**config.mk**
```make
export PLATFORM = sky130hd
export DESIGN_NAME = qcn_congestion_point_unit
export DESIGN_NICKNAME = d
export VERILOG_FILES = /design/src/rtl/core/qcncp_pkg.sv /design/src/rtl/core/qcncp_csr.sv /design/src/rtl/core/qcncp_state.sv /design/src/rtl/core/qcncp_feedback.sv /design/src/rtl/core/qcn_congestion_point_unit.sv
export SDC_FILE = /design/constraint.sdc
export NUM_CORES = 2
export LEC_CHECK = 0
export ABC_AREA = 0
export ABC_CLOCK_PERIOD_IN_PS = 13060
export BUFFER_PORTS_ARGS = -buffer_cell sky130_fd_sc_hd__buf_2
export CAP_MARGIN = 0
export CORE_ASPECT_RATIO = 1.2
export CORE_UTILIZATION = 60
export CTS_BUF_LIST = sky130_fd_sc_hd__clkbuf_4 sky130_fd_sc_hd__clkbuf_8
export CTS_CLUSTER_DIAMETER = 200
export DETAILED_ROUTE_END_ITERATION = 12
export HOLD_SLACK_MARGIN = 0.02
export PLACE_DENSITY = 0.8
export SYNTH_ARGS = -nofsm -noshare
export SYNTH_HDL_FRONTEND = slang
export SYNTH_HIERARCHICAL = 1
export SYNTH_SLANG_ARGS = --single-unit
```
**constraint.sdc**
```tcl
create_clock -name clock -period 13.06 [get_ports clock]
set_input_delay 1.959 -clock clock [delete_from_list [all_inputs] [get_ports clock]]
set_output_delay 1.959 -clock clock [all_outputs]
set_load 0.02 [all_outputs]
```
**src/rtl/core/qcncp_pkg.sv**
```systemverilog
// Shared types, constants and arithmetic helpers of the QCN congestion point.
package qcncp_pkg;

   // Field widths.
   localparam int QUEUE_W    = 24;
   localparam int LEN_W      = 14;
   localparam int RND_W      = 8;
   localparam int WEIGHT_W   = 4;
   localparam int DIFF_W     = 25;
   localparam int RAW_W      = 30;
   localparam int NEG_W      = 28;
   localparam int KBN_W      = 29;
   localparam int KBQ_W      = 20;
   localparam int MAG_W      = 19;
   localparam int QUANT_W    = 6;
   localparam int PERIOD_W   = 32;
   localparam int CNT_W      = 33;
   localparam int RELOAD_W   = PERIOD_W + RND_W;
   localparam int RND_SHIFT  = 7;
   localparam int CSR_IDX_W  = 3;
   localparam int CSR_DATA_W = 64;
   localparam int PERIOD_REGS = 4;

   // Division by one kilobyte: multiply by a truncated reciprocal, then correct by one.
   localparam int KBYTE     = 1000;
   localparam int KB_SHIFT  = 39;
   localparam int KB_PROD_W = KBN_W + 30;
   localparam logic [29:0] KB_RECIP = 30'd549755813;

   // Item commands.
   localparam logic CMD_ARRIVAL   = 1'b0;
   localparam logic CMD_DEPARTURE = 1'b1;

   // Register reset values.
   localparam logic [WEIGHT_W-1:0] WEIGHT_RESET     = 4'd2;
   localparam logic [QUEUE_W-1:0]  MAX_QUEUE_RESET  = 24'hFFFFFF;
   localparam logic                QCN_ENABLE_RESET = 1'b1;

   // Register indexes.
   typedef enum logic [CSR_IDX_W-1:0] {
      CSR_EQ_POINT     = 3'd0,
      CSR_WEIGHT       = 3'd1,
      CSR_MAX_QUEUE    = 3'd2,
      CSR_QCN_ENABLE   = 3'd3,
      CSR_PERIODS_0_1  = 3'd4,
      CSR_PERIODS_2_3  = 3'd5,
      CSR_PERIODS_4_5  = 3'd6,
      CSR_PERIODS_6_7  = 3'd7
   } csr_index_type;

   // Configuration as seen by the datapath.
   typedef struct packed {
      logic [QUEUE_W-1:0]                       eq_point;
      logic [WEIGHT_W-1:0]                      weight;
      logic [QUEUE_W-1:0]                       max_queue;
      logic                                     qcn_enable;
      logic [PERIOD_REGS-1:0][CSR_DATA_W-1:0]   periods;
      logic [KBQ_W-1:0]                         lo_limit;
   } cfg_type;

   // Item after the queue and sampling state update.
   typedef struct packed {
      logic                accepted;
      logic                sample;
      logic [RND_W-1:0]    rnd;
      logic [QUEUE_W-1:0]  q_now;
      logic [QUEUE_W-1:0]  qold;
   } cp_item_type;

   // Item leaving the feedback pipeline.
   typedef struct packed {
      logic                       accepted;
      logic                       sample;
      logic [RND_W-1:0]           rnd;
      logic [QUANT_W-1:0]         quant;
      logic signed [DIFF_W-1:0]   offset;
      logic signed [DIFF_W-1:0]   delta;
      logic [QUEUE_W-1:0]         q_now;
   } fb_out_type;

   // Status of the sampling state.
   typedef struct packed {
      logic pending;
   } cp_status_type;

   // First estimate of n / 1000; it is the true quotient or one less.
   function automatic logic [KBQ_W-1:0] kb_quot_est(input logic [KBN_W-1:0] n);
      logic [KB_PROD_W-1:0] prod;
      prod = KB_PROD_W'(n) * KB_PROD_W'(KB_RECIP);
      return prod[KB_SHIFT +: KBQ_W];
   endfunction

   // Corrects the estimate by one where the remainder reaches a kilobyte.
   function automatic logic [KBQ_W-1:0] kb_quot_fix(input logic [KBN_W-1:0] n,
                                                    input logic [KBQ_W-1:0] q0);
      logic [KBN_W:0] prod;
      logic [KBN_W:0] rem;
      prod = (KBN_W+1)'(q0) * (KBN_W+1)'(KBYTE);
      rem  = {1'b0, n} - prod;
      return (rem >= (KBN_W+1)'(KBYTE)) ? q0 + KBQ_W'(1) : q0;
   endfunction

   // Values below 64 pass; larger ones keep their top six bits.
   function automatic logic [QUANT_W-1:0] quantize6(input logic [MAG_W-1:0] mag);
      logic [QUANT_W-1:0] q;
      q = mag[QUANT_W-1:0];
      for (int p = QUANT_W; p < MAG_W; p++) begin
         if (mag[p]) begin
            q = mag[p -: QUANT_W];
         end
      end
      return q;
   endfunction

   // Sampling period table: two 32-bit entries packed in each register.
   function automatic logic [PERIOD_W-1:0] period_entry(
      input logic [PERIOD_REGS-1:0][CSR_DATA_W-1:0] periods,
      input logic [2:0]                             idx);
      logic [CSR_DATA_W-1:0] word;
      word = periods[idx[2:1]];
      return idx[0] ? word[CSR_DATA_W-1:PERIOD_W] : word[PERIOD_W-1:0];
   endfunction

endpackage

```
**src/rtl/core/qcncp_csr.sv**
```systemverilog
// Configuration registers and the precomputed feedback clamp limit.
module qcncp_csr (
   input  logic                                   clock,
   input  logic                                   reset,
   input  logic                                   csr_write_enable,
   input  logic [qcncp_pkg::CSR_IDX_W-1:0]        csr_index,
   input  logic [qcncp_pkg::CSR_DATA_W-1:0]       csr_wdata,
   output qcncp_pkg::cfg_type                     cfg
);

   logic [qcncp_pkg::QUEUE_W-1:0]  eq_ff, eq_in;
   logic [qcncp_pkg::WEIGHT_W-1:0] weight_ff, weight_in;
   logic [qcncp_pkg::QUEUE_W-1:0]  maxq_ff, maxq_in;
   logic                           enable_ff, enable_in;
   logic [qcncp_pkg::PERIOD_REGS-1:0][qcncp_pkg::CSR_DATA_W-1:0] periods_ff, periods_in;

   logic [qcncp_pkg::KBN_W-1:0] lo_prod_ff, lo_prod_in;
   logic [qcncp_pkg::KBN_W-1:0] lo_n_ff, lo_n_in;
   logic [qcncp_pkg::KBQ_W-1:0] lo_q0_ff, lo_q0_in;
   logic [qcncp_pkg::KBQ_W-1:0] lo_ff, lo_in;

   // Register write decode.
   always_comb begin
      eq_in      = eq_ff;
      weight_in  = weight_ff;
      maxq_in    = maxq_ff;
      enable_in  = enable_ff;
      periods_in = periods_ff;
      if (csr_write_enable) begin
         unique case (qcncp_pkg::csr_index_type'(csr_index))
            qcncp_pkg::CSR_EQ_POINT:    eq_in = csr_wdata[qcncp_pkg::QUEUE_W-1:0];
            qcncp_pkg::CSR_WEIGHT:      weight_in = csr_wdata[qcncp_pkg::WEIGHT_W-1:0];
            qcncp_pkg::CSR_MAX_QUEUE:   maxq_in = csr_wdata[qcncp_pkg::QUEUE_W-1:0];
            qcncp_pkg::CSR_QCN_ENABLE:  enable_in = csr_wdata[0];
            qcncp_pkg::CSR_PERIODS_0_1: periods_in[0] = csr_wdata;
            qcncp_pkg::CSR_PERIODS_2_3: periods_in[1] = csr_wdata;
            qcncp_pkg::CSR_PERIODS_4_5: periods_in[2] = csr_wdata;
            qcncp_pkg::CSR_PERIODS_6_7: periods_in[3] = csr_wdata;
            default: begin
            end
         endcase
      end
   end

   always_ff @(posedge clock) begin
      if (reset) begin
         eq_ff      <= '0;
         weight_ff  <= qcncp_pkg::WEIGHT_RESET;
         maxq_ff    <= qcncp_pkg::MAX_QUEUE_RESET;
         enable_ff  <= qcncp_pkg::QCN_ENABLE_RESET;
         periods_ff <= '0;
      end else begin
         eq_ff      <= eq_in;
         weight_ff  <= weight_in;
         maxq_ff    <= maxq_in;
         enable_ff  <= enable_in;
         periods_ff <= periods_in;
      end
   end

   // Clamp limit eq*(2w+1)/1000, recomputed every cycle over three stages.
   always_comb begin
      lo_prod_in = qcncp_pkg::KBN_W'(eq_ff) * qcncp_pkg::KBN_W'({weight_ff, 1'b1});
      lo_n_in    = lo_prod_ff;
      lo_q0_in   = qcncp_pkg::kb_quot_est(lo_prod_ff);
      lo_in      = qcncp_pkg::kb_quot_fix(lo_n_ff, lo_q0_ff);
   end

   always_ff @(posedge clock) begin
      lo_prod_ff <= lo_prod_in;
      lo_n_ff    <= lo_n_in;
      lo_q0_ff   <= lo_q0_in;
      lo_ff      <= lo_in;
   end

   always_comb begin
      cfg.eq_point   = eq_ff;
      cfg.weight     = weight_ff;
      cfg.max_queue  = maxq_ff;
      cfg.qcn_enable = enable_ff;
      cfg.periods    = periods_ff;
      cfg.lo_limit   = lo_ff;
   end

endmodule

```
**src/rtl/core/qcncp_state.sv**
```systemverilog
// Queue length, last-sample queue length and sampling byte counter.
module qcncp_state (
   input  logic                              clock,
   input  logic                              reset,
   input  logic                              go,
   input  logic                              cmd,
   input  logic [qcncp_pkg::LEN_W-1:0]       len,
   input  logic [qcncp_pkg::RND_W-1:0]       rnd,
   input  logic [qcncp_pkg::QUEUE_W-1:0]     max_queue,
   input  logic                              reload_we,
   input  logic [qcncp_pkg::CNT_W-1:0]       reload_value,
   output qcncp_pkg::cp_item_type            item,
   output qcncp_pkg::cp_status_type          status
);

   logic [qcncp_pkg::QUEUE_W-1:0] queue_ff, queue_in;
   logic [qcncp_pkg::QUEUE_W-1:0] qold_ff, qold_in;
   logic [qcncp_pkg::CNT_W-1:0]   count_ff, count_in;
   logic                          pending_ff, pending_in;

   logic                          is_arrival;
   logic [qcncp_pkg::QUEUE_W:0]   sum;
   logic                          accepted;
   logic                          sample;
   logic [qcncp_pkg::QUEUE_W-1:0] q_now;

   // Queue update and sampling decision for the item in the input register.
   always_comb begin
      is_arrival = (cmd == qcncp_pkg::CMD_ARRIVAL);
      sum        = {1'b0, queue_ff} + (qcncp_pkg::QUEUE_W+1)'(len);
      accepted   = is_arrival && (sum <= {1'b0, max_queue});
      sample     = accepted && (qcncp_pkg::CNT_W'(len) > count_ff);
      if (!is_arrival) begin
         q_now = (queue_ff > qcncp_pkg::QUEUE_W'(len)) ?
                 queue_ff - qcncp_pkg::QUEUE_W'(len) : '0;
      end else if (accepted) begin
         q_now = sum[qcncp_pkg::QUEUE_W-1:0];
      end else begin
         q_now = queue_ff;
      end

      item.accepted = accepted;
      item.sample   = sample;
      item.rnd      = rnd;
      item.q_now    = q_now;
      item.qold     = qold_ff;
      status.pending = pending_ff;
   end

   // Next state; a sample leaves the counter pending until its reload is known.
   always_comb begin
      queue_in   = queue_ff;
      qold_in    = qold_ff;
      count_in   = count_ff;
      pending_in = pending_ff;
      if (go) begin
         queue_in = q_now;
         if (sample) begin
            qold_in    = q_now;
            pending_in = 1'b1;
         end else if (accepted) begin
            count_in = count_ff - qcncp_pkg::CNT_W'(len);
         end
      end
      if (reload_we) begin
         count_in   = reload_value;
         pending_in = 1'b0;
      end
   end

   always_ff @(posedge clock) begin
      if (reset) begin
         queue_ff   <= '0;
         qold_ff    <= '0;
         count_ff   <= '0;
         pending_ff <= 1'b0;
      end else begin
         queue_ff   <= queue_in;
         qold_ff    <= qold_in;
         count_ff   <= count_in;
         pending_ff <= pending_in;
      end
   end

endmodule

```
**src/rtl/core/qcncp_feedback.sv**
```systemverilog
// Six-stage elastic pipeline that computes and quantizes the congestion feedback.
module qcncp_feedback (
   input  logic                          clock,
   input  logic                          reset,
   input  qcncp_pkg::cfg_type            cfg,
   input  logic                          in_valid,
   output logic                          in_ready,
   input  qcncp_pkg::cp_item_type        in_item,
   output logic                          out_valid,
   input  logic                          out_ready,
   output qcncp_pkg::fb_out_type         out_item
);

   typedef struct packed {
      logic                                  accepted;
      logic                                  sample;
      logic [qcncp_pkg::RND_W-1:0]           rnd;
      logic [qcncp_pkg::QUEUE_W-1:0]         q_now;
      logic signed [qcncp_pkg::DIFF_W-1:0]   offset;
      logic signed [qcncp_pkg::DIFF_W-1:0]   delta;
   } fb_carry_type;

   logic [6:1] valid_ff, valid_in;
   logic [6:1] rdy;
   logic [6:1] prev_valid;
   logic [6:1] load;

   qcncp_pkg::cp_item_type s1_ff;
   fb_carry_type           carry_ff [6:2];
   fb_carry_type           carry2_in;

   logic signed [qcncp_pkg::DIFF_W-1:0] offset_in, delta_in;
   logic signed [qcncp_pkg::RAW_W-1:0]  wdelta_ff, wdelta_in;
   logic signed [qcncp_pkg::RAW_W-1:0]  raw;
   logic [qcncp_pkg::NEG_W-1:0]         neg3_ff, neg3_in;
   logic [qcncp_pkg::NEG_W-1:0]         neg4_ff;
   logic [qcncp_pkg::KBQ_W-1:0]         q0_ff, q0_in;
   logic [qcncp_pkg::KBQ_W-1:0]         kb, lim;
   logic [qcncp_pkg::MAG_W-1:0]         mag_ff, mag_in;
   logic [qcncp_pkg::QUANT_W-1:0]       quant_ff, quant_in;

   // Handshake chain: a stage takes a new item when it is empty or its item moves on.
   always_comb begin
      rdy[6] = !valid_ff[6] || out_ready;
      for (int k = 5; k >= 1; k--) begin
         rdy[k] = !valid_ff[k] || rdy[k+1];
      end
      prev_valid[1] = in_valid;
      for (int k = 2; k <= 6; k++) begin
         prev_valid[k] = valid_ff[k-1];
      end
      for (int k = 1; k <= 6; k++) begin
         load[k]     = prev_valid[k] && rdy[k];
         valid_in[k] = rdy[k] ? prev_valid[k] : valid_ff[k];
      end
   end

   always_ff @(posedge clock) begin
      if (reset) begin
         valid_ff <= '0;
      end else begin
         valid_ff <= valid_in;
      end
   end

   // Stage 2: queue offset, queue growth and weighted growth.
   always_comb begin
      offset_in = $signed({1'b0, cfg.eq_point}) - $signed({1'b0, s1_ff.q_now});
      delta_in  = $signed({1'b0, s1_ff.q_now}) - $signed({1'b0, s1_ff.qold});
      wdelta_in = qcncp_pkg::RAW_W'(delta_in) *
                  qcncp_pkg::RAW_W'($signed({1'b0, cfg.weight}));
      carry2_in.accepted = s1_ff.accepted;
      carry2_in.sample   = s1_ff.sample;
      carry2_in.rnd      = s1_ff.rnd;
      carry2_in.q_now    = s1_ff.q_now;
      carry2_in.offset   = offset_in;
      carry2_in.delta    = delta_in;
   end

   // Stage 3: magnitude of a negative raw feedback, zero otherwise.
   always_comb begin
      raw = qcncp_pkg::RAW_W'(carry_ff[2].offset) - wdelta_ff;
      if (carry_ff[2].accepted && (raw < 0)) begin
         neg3_in = qcncp_pkg::NEG_W'(-raw);
      end else begin
         neg3_in = '0;
      end
   end

   // Stage 4: quotient estimate; stage 5: correction and clamp; stage 6: quantize.
   always_comb begin
      q0_in    = qcncp_pkg::kb_quot_est({1'b0, neg3_ff});
      kb       = qcncp_pkg::kb_quot_fix({1'b0, neg4_ff}, q0_ff);
      lim      = (kb < cfg.lo_limit) ? kb : cfg.lo_limit;
      mag_in   = lim[qcncp_pkg::MAG_W-1:0];
      quant_in = qcncp_pkg::quantize6(mag_ff);
   end

   always_ff @(posedge clock) begin
      if (load[1]) begin
         s1_ff <= in_item;
      end
      if (load[2]) begin
         carry_ff[2] <= carry2_in;
         wdelta_ff   <= wdelta_in;
      end
      if (load[3]) begin
         carry_ff[3] <= carry_ff[2];
         neg3_ff     <= neg3_in;
      end
      if (load[4]) begin
         carry_ff[4] <= carry_ff[3];
         neg4_ff     <= neg3_ff;
         q0_ff       <= q0_in;
      end
      if (load[5]) begin
         carry_ff[5] <= carry_ff[4];
         mag_ff      <= mag_in;
      end
      if (load[6]) begin
         carry_ff[6] <= carry_ff[5];
         quant_ff    <= quant_in;
      end
   end

   always_comb begin
      in_ready          = rdy[1];
      out_valid         = valid_ff[6];
      out_item.accepted = carry_ff[6].accepted;
      out_item.sample   = carry_ff[6].sample;
      out_item.rnd      = carry_ff[6].rnd;
      out_item.quant    = quant_ff;
      out_item.offset   = carry_ff[6].offset;
      out_item.delta    = carry_ff[6].delta;
      out_item.q_now    = carry_ff[6].q_now;
   end

endmodule

```
**src/rtl/core/qcn_congestion_point_unit.sv**
```systemverilog
// Top level of the QCN congestion point: input register, state, feedback pipeline, result.
// A result passes from the input register through the six feedback stages into the result register.
// Throughput: one item per cycle while the result side does not stall. An arrival that follows
// an arrival which triggered a sample waits until that item's counter reload is known;
// the loop is quantized feedback, period table entry and the reload multiplier.
// Reset is synchronous: queue and sampling state clear, registers take their defaults.
module qcn_congestion_point_unit (
   input  logic                                   clock,
   input  logic                                   reset,
   input  logic                                   req_valid,
   output logic                                   req_stall,
   input  logic                                   req_command,
   input  logic [qcncp_pkg::LEN_W-1:0]            req_frame_bytes,
   input  logic [qcncp_pkg::RND_W-1:0]            req_random_scale,
   output logic                                   rsp_valid,
   input  logic                                   rsp_stall,
   output logic                                   rsp_accepted,
   output logic                                   rsp_raise_feedback,
   output logic [qcncp_pkg::QUANT_W-1:0]          rsp_quantized_feedback,
   output logic signed [qcncp_pkg::DIFF_W-1:0]    rsp_queue_offset,
   output logic signed [qcncp_pkg::DIFF_W-1:0]    rsp_queue_delta,
   output logic [qcncp_pkg::QUEUE_W-1:0]          rsp_queue_bytes_now,
   input  logic                                   csr_write_enable,
   input  logic [qcncp_pkg::CSR_IDX_W-1:0]        csr_index,
   input  logic [qcncp_pkg::CSR_DATA_W-1:0]       csr_wdata
);

   qcncp_pkg::cfg_type       cfg;
   qcncp_pkg::cp_item_type   s1_item;
   qcncp_pkg::cp_status_type st_status;
   qcncp_pkg::fb_out_type    fb_out;

   logic                          in_valid_ff, in_valid_in;
   logic                          in_cmd_ff;
   logic [qcncp_pkg::LEN_W-1:0]   in_len_ff;
   logic [qcncp_pkg::RND_W-1:0]   in_rnd_ff;
   logic                          req_fire;
   logic                          hold;
   logic                          fb_in_valid;
   logic                          fb_in_ready;
   logic                          s0_go;
   logic                          fb_out_valid;
   logic                          out_ready;
   logic                          out_load;
   logic                          reload_we;
   logic [qcncp_pkg::PERIOD_W-1:0] entry;
   logic [qcncp_pkg::RELOAD_W-1:0] reload_prod;
   logic [qcncp_pkg::CNT_W-1:0]    reload_value;
   logic                           raise;

   logic                                  out_valid_ff, out_valid_in;
   logic                                  out_accepted_ff;
   logic                                  out_raise_ff;
   logic [qcncp_pkg::QUANT_W-1:0]         out_quant_ff;
   logic signed [qcncp_pkg::DIFF_W-1:0]   out_offset_ff;
   logic signed [qcncp_pkg::DIFF_W-1:0]   out_delta_ff;
   logic [qcncp_pkg::QUEUE_W-1:0]         out_qnow_ff;

   qcncp_csr u_csr (
      .clock            (clock),
      .reset            (reset),
      .csr_write_enable (csr_write_enable),
      .csr_index        (csr_index),
      .csr_wdata        (csr_wdata),
      .cfg              (cfg)
   );

   // Input register; an arrival waits here while the sampling counter is pending.
   always_comb begin
      hold        = st_status.pending && (in_cmd_ff == qcncp_pkg::CMD_ARRIVAL);
      fb_in_valid = in_valid_ff && !hold;
      s0_go       = fb_in_valid && fb_in_ready;
      req_stall   = in_valid_ff && !s0_go;
      req_fire    = req_valid && !req_stall;
      in_valid_in = (in_valid_ff && !s0_go) || req_fire;
   end

   always_ff @(posedge clock) begin
      if (reset) begin
         in_valid_ff <= 1'b0;
      end else begin
         in_valid_ff <= in_valid_in;
      end
   end

   always_ff @(posedge clock) begin
      if (req_fire) begin
         in_cmd_ff <= req_command;
         in_len_ff <= req_frame_bytes;
         in_rnd_ff <= req_random_scale;
      end
   end

   qcncp_state u_state (
      .clock        (clock),
      .reset        (reset),
      .go           (s0_go),
      .cmd          (in_cmd_ff),
      .len          (in_len_ff),
      .rnd          (in_rnd_ff),
      .max_queue    (cfg.max_queue),
      .reload_we    (reload_we),
      .reload_value (reload_value),
      .item         (s1_item),
      .status       (st_status)
   );

   qcncp_feedback u_feedback (
      .clock     (clock),
      .reset     (reset),
      .cfg       (cfg),
      .in_valid  (fb_in_valid),
      .in_ready  (fb_in_ready),
      .in_item   (s1_item),
      .out_valid (fb_out_valid),
      .out_ready (out_ready),
      .out_item  (fb_out)
   );

   // Counter reload from the period selected by the quantized feedback.
   always_comb begin
      out_ready    = !out_valid_ff || !rsp_stall;
      out_load     = fb_out_valid && out_ready;
      reload_we    = out_load && fb_out.sample;
      entry        = qcncp_pkg::period_entry(cfg.periods, fb_out.quant[5:3]);
      reload_prod  = qcncp_pkg::RELOAD_W'(entry) * qcncp_pkg::RELOAD_W'(fb_out.rnd);
      reload_value = reload_prod[qcncp_pkg::RELOAD_W-1:qcncp_pkg::RND_SHIFT];
      raise        = fb_out.sample && (fb_out.quant != '0) && cfg.qcn_enable;
      out_valid_in = out_ready ? fb_out_valid : out_valid_ff;
   end

   // Result register.
   always_ff @(posedge clock) begin
      if (reset) begin
         out_valid_ff <= 1'b0;
      end else begin
         out_valid_ff <= out_valid_in;
      end
   end

   always_ff @(posedge clock) begin
      if (out_load) begin
         out_accepted_ff <= fb_out.accepted;
         out_raise_ff    <= raise;
         out_quant_ff    <= fb_out.quant;
         out_offset_ff   <= fb_out.offset;
         out_delta_ff    <= fb_out.delta;
         out_qnow_ff     <= fb_out.q_now;
      end
   end

   assign rsp_valid              = out_valid_ff;
   assign rsp_accepted           = out_accepted_ff;
   assign rsp_raise_feedback     = out_raise_ff;
   assign rsp_quantized_feedback = out_quant_ff;
   assign rsp_queue_offset       = out_offset_ff;
   assign rsp_queue_delta        = out_delta_ff;
   assign rsp_queue_bytes_now    = out_qnow_ff;

   // A sampled item leaves the counter pending until its reload is written.
   a_sample_sets_pending: assert property (@(posedge clock) disable iff (reset)
      (s0_go && s1_item.sample) |=> st_status.pending)
      else $error("sampled item did not mark the counter pending");

   // The reload write releases the counter.
   a_reload_clears_pending: assert property (@(posedge clock) disable iff (reset)
      reload_we |=> !st_status.pending)
      else $error("counter still pending after reload");

   // Nonzero feedback only comes from an enqueued arrival.
   a_quant_needs_accept: assert property (@(posedge clock) disable iff (reset)
      (out_load && (fb_out.quant != '0)) |=> rsp_accepted)
      else $error("feedback reported for an item that was not enqueued");

endmodule

```
==> summary.md <==
| Metric | Value |
|---|---|
| TritonCTS sink count | `1204` |
| Psw | `9.11 mW` |
| Post-synthesis sequential area ratio | `31.7%` |
| Layout cells sized above 1 | `7.65%` |
| #FFs+latches synth | `1204` |
| Clock Power Share | `17.4%` |
| GP Congestion | `0.990` |
| Routed WL | `246000 µm` |
| Detailed Route Iter0 Violations | `4892` |
| Power Density | `192 nW/µm²` |
| DIE WIDTH | `372 µm` |
| Post-synthesis cell area | `98500 µm²` |
| Die area | `166000 µm²` |
| Synthesized instance count | `9528` |
| Area growth from synthesis to final layout | `6.75%` |
| DR vias/cell | `5.81` |
| Post-synthesis area per instance | `10.3 µm²` |
| Leakage power | `48.9 nW` |
| Clk buf depth | `3` |
| Area share of the largest cell type after synthesis | `21.6%` |
| Type of origin of the critical path | `register` |
| Vias in the first global route | `72802` |
| Switching Share | `45.1%` |
| Post-DRT Antenna Nets | `0` |
| Worst-skew pair later-pin latency | `0.98 ns` |
| First drt pass iteration count | `9` |
| Grt ovf | `0` |
| Highest Clock Rate | `0.0859 GHz` |
| Worst clock skew | `0.0626 ns` |
| Crit path max fanout | `19` |
| R2R depth | `39` |
| CP max stage delay | `0.95 ns` |
| PostCTS Resize Cnt | `0` |
| Tmin final | `11.64 ns` |
| Final instance area | `105000 µm²` |
| Root Driver | `clkbuf_8` |
| Final setup fails | `0` |
| Wire per inst | `20.7 µm` |
| Cts bufs inserted | `189` |
| Status | `finished clean` |
| All-Layer GR Usage | `30.2%` |
| RSZ-0062 raised after global routing | `no` |
| FF-to-FF setup slack | `1.42 ns` |
| Yosys cell types | `118` |
| First-pass GRT wire length | `388000 µm` |
| Post-synth top flop | `edfxtp_1` |
| Setup CP Type | `reg -> reg` |
| Max_slew headroom | `6.82%` |
| Synth Net Count | `11750` |
| Number of flops mapped to enable cells by yosys | `710` |
| Combinational share of power | `59.9%` |
| Row count | `162` |
| Sink of the worst hold path | `u_feedback/carry_ff[0][78]` |
| CTS tree | `done` |
| Async SR Flop Fraction | `0%` |
| Initial antenna violation count | `30` |
| Final setup TNS | `0 ns` |
| Largest net degree at the start of global routing | `110` |
| Die Y | `446 µm` |
| Cell mode on critical path | `a21o_1` |
| Most frequent cell after synthesis | `inv_1` |
| Cell family with the largest share of critical-path delay | `compound AO/OA/AOI/OAI gates` |
| Arrival @ worst endpoint | `12.30 ns` |
| Min-delay src | `u_feedback/carry2_in[78]` |
| Initial core utilization | `60.5%` |
| Max-Cap Viols | `0` |
| Worst path bufs/invs | `3` |
| IO Port Bufs | `178` |
| Worst Path Required | `13.72 ns` |
| Post CTS Setup Buffer Count | `0` |
| Crit. End Element | `register` |
| Hold_buf cts | `0` |
| Routed vias | `69162` |
| H-tree Lvls | `4` |
| Hold Crit Depth | `0` |
| Final Max Tran Viols | `0` |
| Dominant cells by area after synthesis | `edfxtp_1 22%, fa_1 20%, ha_1 15%` |
| Placed cell areas | `101000 µm²` |
| Hold Violations, Final | `0` |
| Reg2reg end | `u_feedback/mag_ff[5]` |
| Io pins | `179` |
| Dpl hpwl | `190000 µm` |
| Peak supply drop | `382 µV` |
| Worst r2r src | `u_feedback/q0_ff[0]` |
| Final period util | `89.1%` |
| Tightest Pin Transition | `1.40 ns` |
| Slowest CP cell | `nor4_1` |
| Core Footprint | `163000 µm²` |
| DRC viols | `0` |
| Clk pin slew, worst setup/hold paths | `0.07 ns` |
| Yosys Warn Count | `6` |
| Part of the power in registers | `22.8%` |
| Class of the worst hold path | `reg -> reg` |
| Synth top cells by count | `1603 x inv_1, 1167 x ha_1, 970 x nand2_1, 960 x fa_1, 710 x edfxtp_1` |
| Leading area contributor after synthesis | `edfxtp_1` |
| Nets | `11833` |
| Internal power | `11.1 mW` |
cell type report:
class | instances | area (µm²)
Multi-Input combinational cell | 6366 | 59600
Fill cell | 12417 | 57600
Sequential cell | 1204 | 31200
Inverter | 1606 | 6030
Clock buffer | 247 | 3110
Tap cell | 2132 | 2670
Timing Repair Buffer | 244 | 1400
Clock inverter | 96 | 1070
Antenna cell | 11 | 27.5
worst reg2reg max path, delay by kind of cell, from the launching register on:
kind                     cells  cell delay (ns)
XOR/XNOR                     2             0.35
flip-flops                   1             0.56
adder cells (fa/ha/maj)      7             2.99
multiplexers                 1             0.42
AND/OR/NAND/NOR              6             2.93
buffers and inverters        3             0.19
AO/OA/AOI/OAI               20             3.93
kinds of logic (layout without fill, tap and decap cells):
logic type / Yosys count / count (layout) / share of synthesized area [%]
adder cells (fa/ha/maj): 2127 / 2127 / 34.3
other: 0 / 11 / 0
buffers and inverters: 1958 / 2193 / 7.90
AND/OR/NAND/NOR: 2299 / 2299 / 11.1
flip-flops: 1204 / 1204 / 31.7
AO/OA/AOI/OAI: 1449 / 1449 / 9.54
multiplexers: 153 / 153 / 2.37
XOR/XNOR: 338 / 338 / 3.04
routing by layer:
layer / routed length [µm] / part of all wire [%] / global-route usage (%)
met1: 89800 / 37 / 34.3
met3: 15600 / 6.3 / 5.07
met5: 184 / 0.075 / 0
met2: 124000 / 50 / 52.6
met4: 16700 / 6.8 / 19.0
power groups by stage:
stage	clock network, mW	registers (mW)	logic (mW)
detailed placement	0	4.67	11.9
CTS	3.58	4.59	12.0
floorplan	0	4.57	8.83
global placement	0	4.66	11.7
global route	3.73	4.61	13.5
finish	3.50	4.59	12.1
how the worst max path moves through the flow:
stage | startpoint | end | slack [ns] | cells after the start
after floorplan | rsp_stall | u_feedback/carry_ff[0][168] | 0.71 | 4
after global placement | u_feedback/q0_ff[0] | u_feedback/mag_ff[1] | 1.54 | 39
after detailed placement | u_feedback/q0_ff[0] | u_feedback/mag_ff[5] | 1.52 | 39
after CTS | u_feedback/q0_ff[0] | u_feedback/mag_ff[5] | 1.46 | 39
after global routing | u_feedback/q0_ff[8] | u_feedback/mag_ff[5] | 0.84 | 34
final | u_feedback/q0_ff[0] | u_feedback/mag_ff[5] | 1.42 | 39
registers in the layout (all words and copies together), names as in the netlist, 24 cells and up:
register              cells
rsp_queue_bytes_now      24
u_csr/maxq_ff            24
u_feedback/carry_ff     420
u_csr/eq_ff              24
u_state/count_ff         33
u_feedback/wdelta_ff     30
u_csr/lo_n_in            29
rsp_queue_offset         25
u_feedback/carry2_in     34
u_state/queue_ff         24
u_feedback/s1_ff         24
u_feedback/neg4_ff       25
u_state/qold_ff          24
u_csr/lo_n_ff            26
rsp_queue_delta          25
u_csr/cfg               256
u_feedback/neg3_ff       28
metrics by stage:
stage / utilization [%] / power (mW) / setup WS [ns] / cells / hold WS, ns
6_report: 64.6 / 20.2 / 1.42 / 11906 / 0.394
5_1_grt: 64.6 / 21.8 / 0.843 / 11905 / 0.397
4_1_cts: 64.6 / 20.2 / 1.46 / 11895 / 0.397
3_5_place_dp: 62.0 / 16.6 / 1.52 / 11552 / 0.405
3_3_place_gp: 62.0 / 16.3 / 1.54 / 11552 / 0.401
2_1_floorplan: - / 13.4 / 0.706 / 9528 / 0.387
cells in the final DEF (no fill, tap or decap), types with 52 or more instances in the layout:
cell type | Yosys | layout
and2_1 | 143 | 142
clkbuf_8 | 0 | 201
o21ai_0 | 159 | 159
dfxtp_1 | 494 | 493
nor2b_1 | 247 | 243
a21oi_1 | 597 | 596
fa_1 | 960 | 960
nor2_1 | 352 | 349
xnor2_1 | 244 | 244
nor3_1 | 123 | 121
edfxtp_1 | 710 | 710
nand2b_1 | 76 | 76
nand3_1 | 117 | 115
mux4_2 | 60 | 60
buf_4 | 101 | 66
nand4_1 | 57 | 57
o21a_1 | 58 | 58
a21o_1 | 135 | 135
ha_1 | 1167 | 1167
xor2_1 | 91 | 91
mux2i_1 | 52 | 52
nand2_1 | 970 | 970
inv_1 | 1603 | 1603
a211oi_1 | 70 | 70
buf_2 | 14 | 177
(Power assumes the default switching activity.)
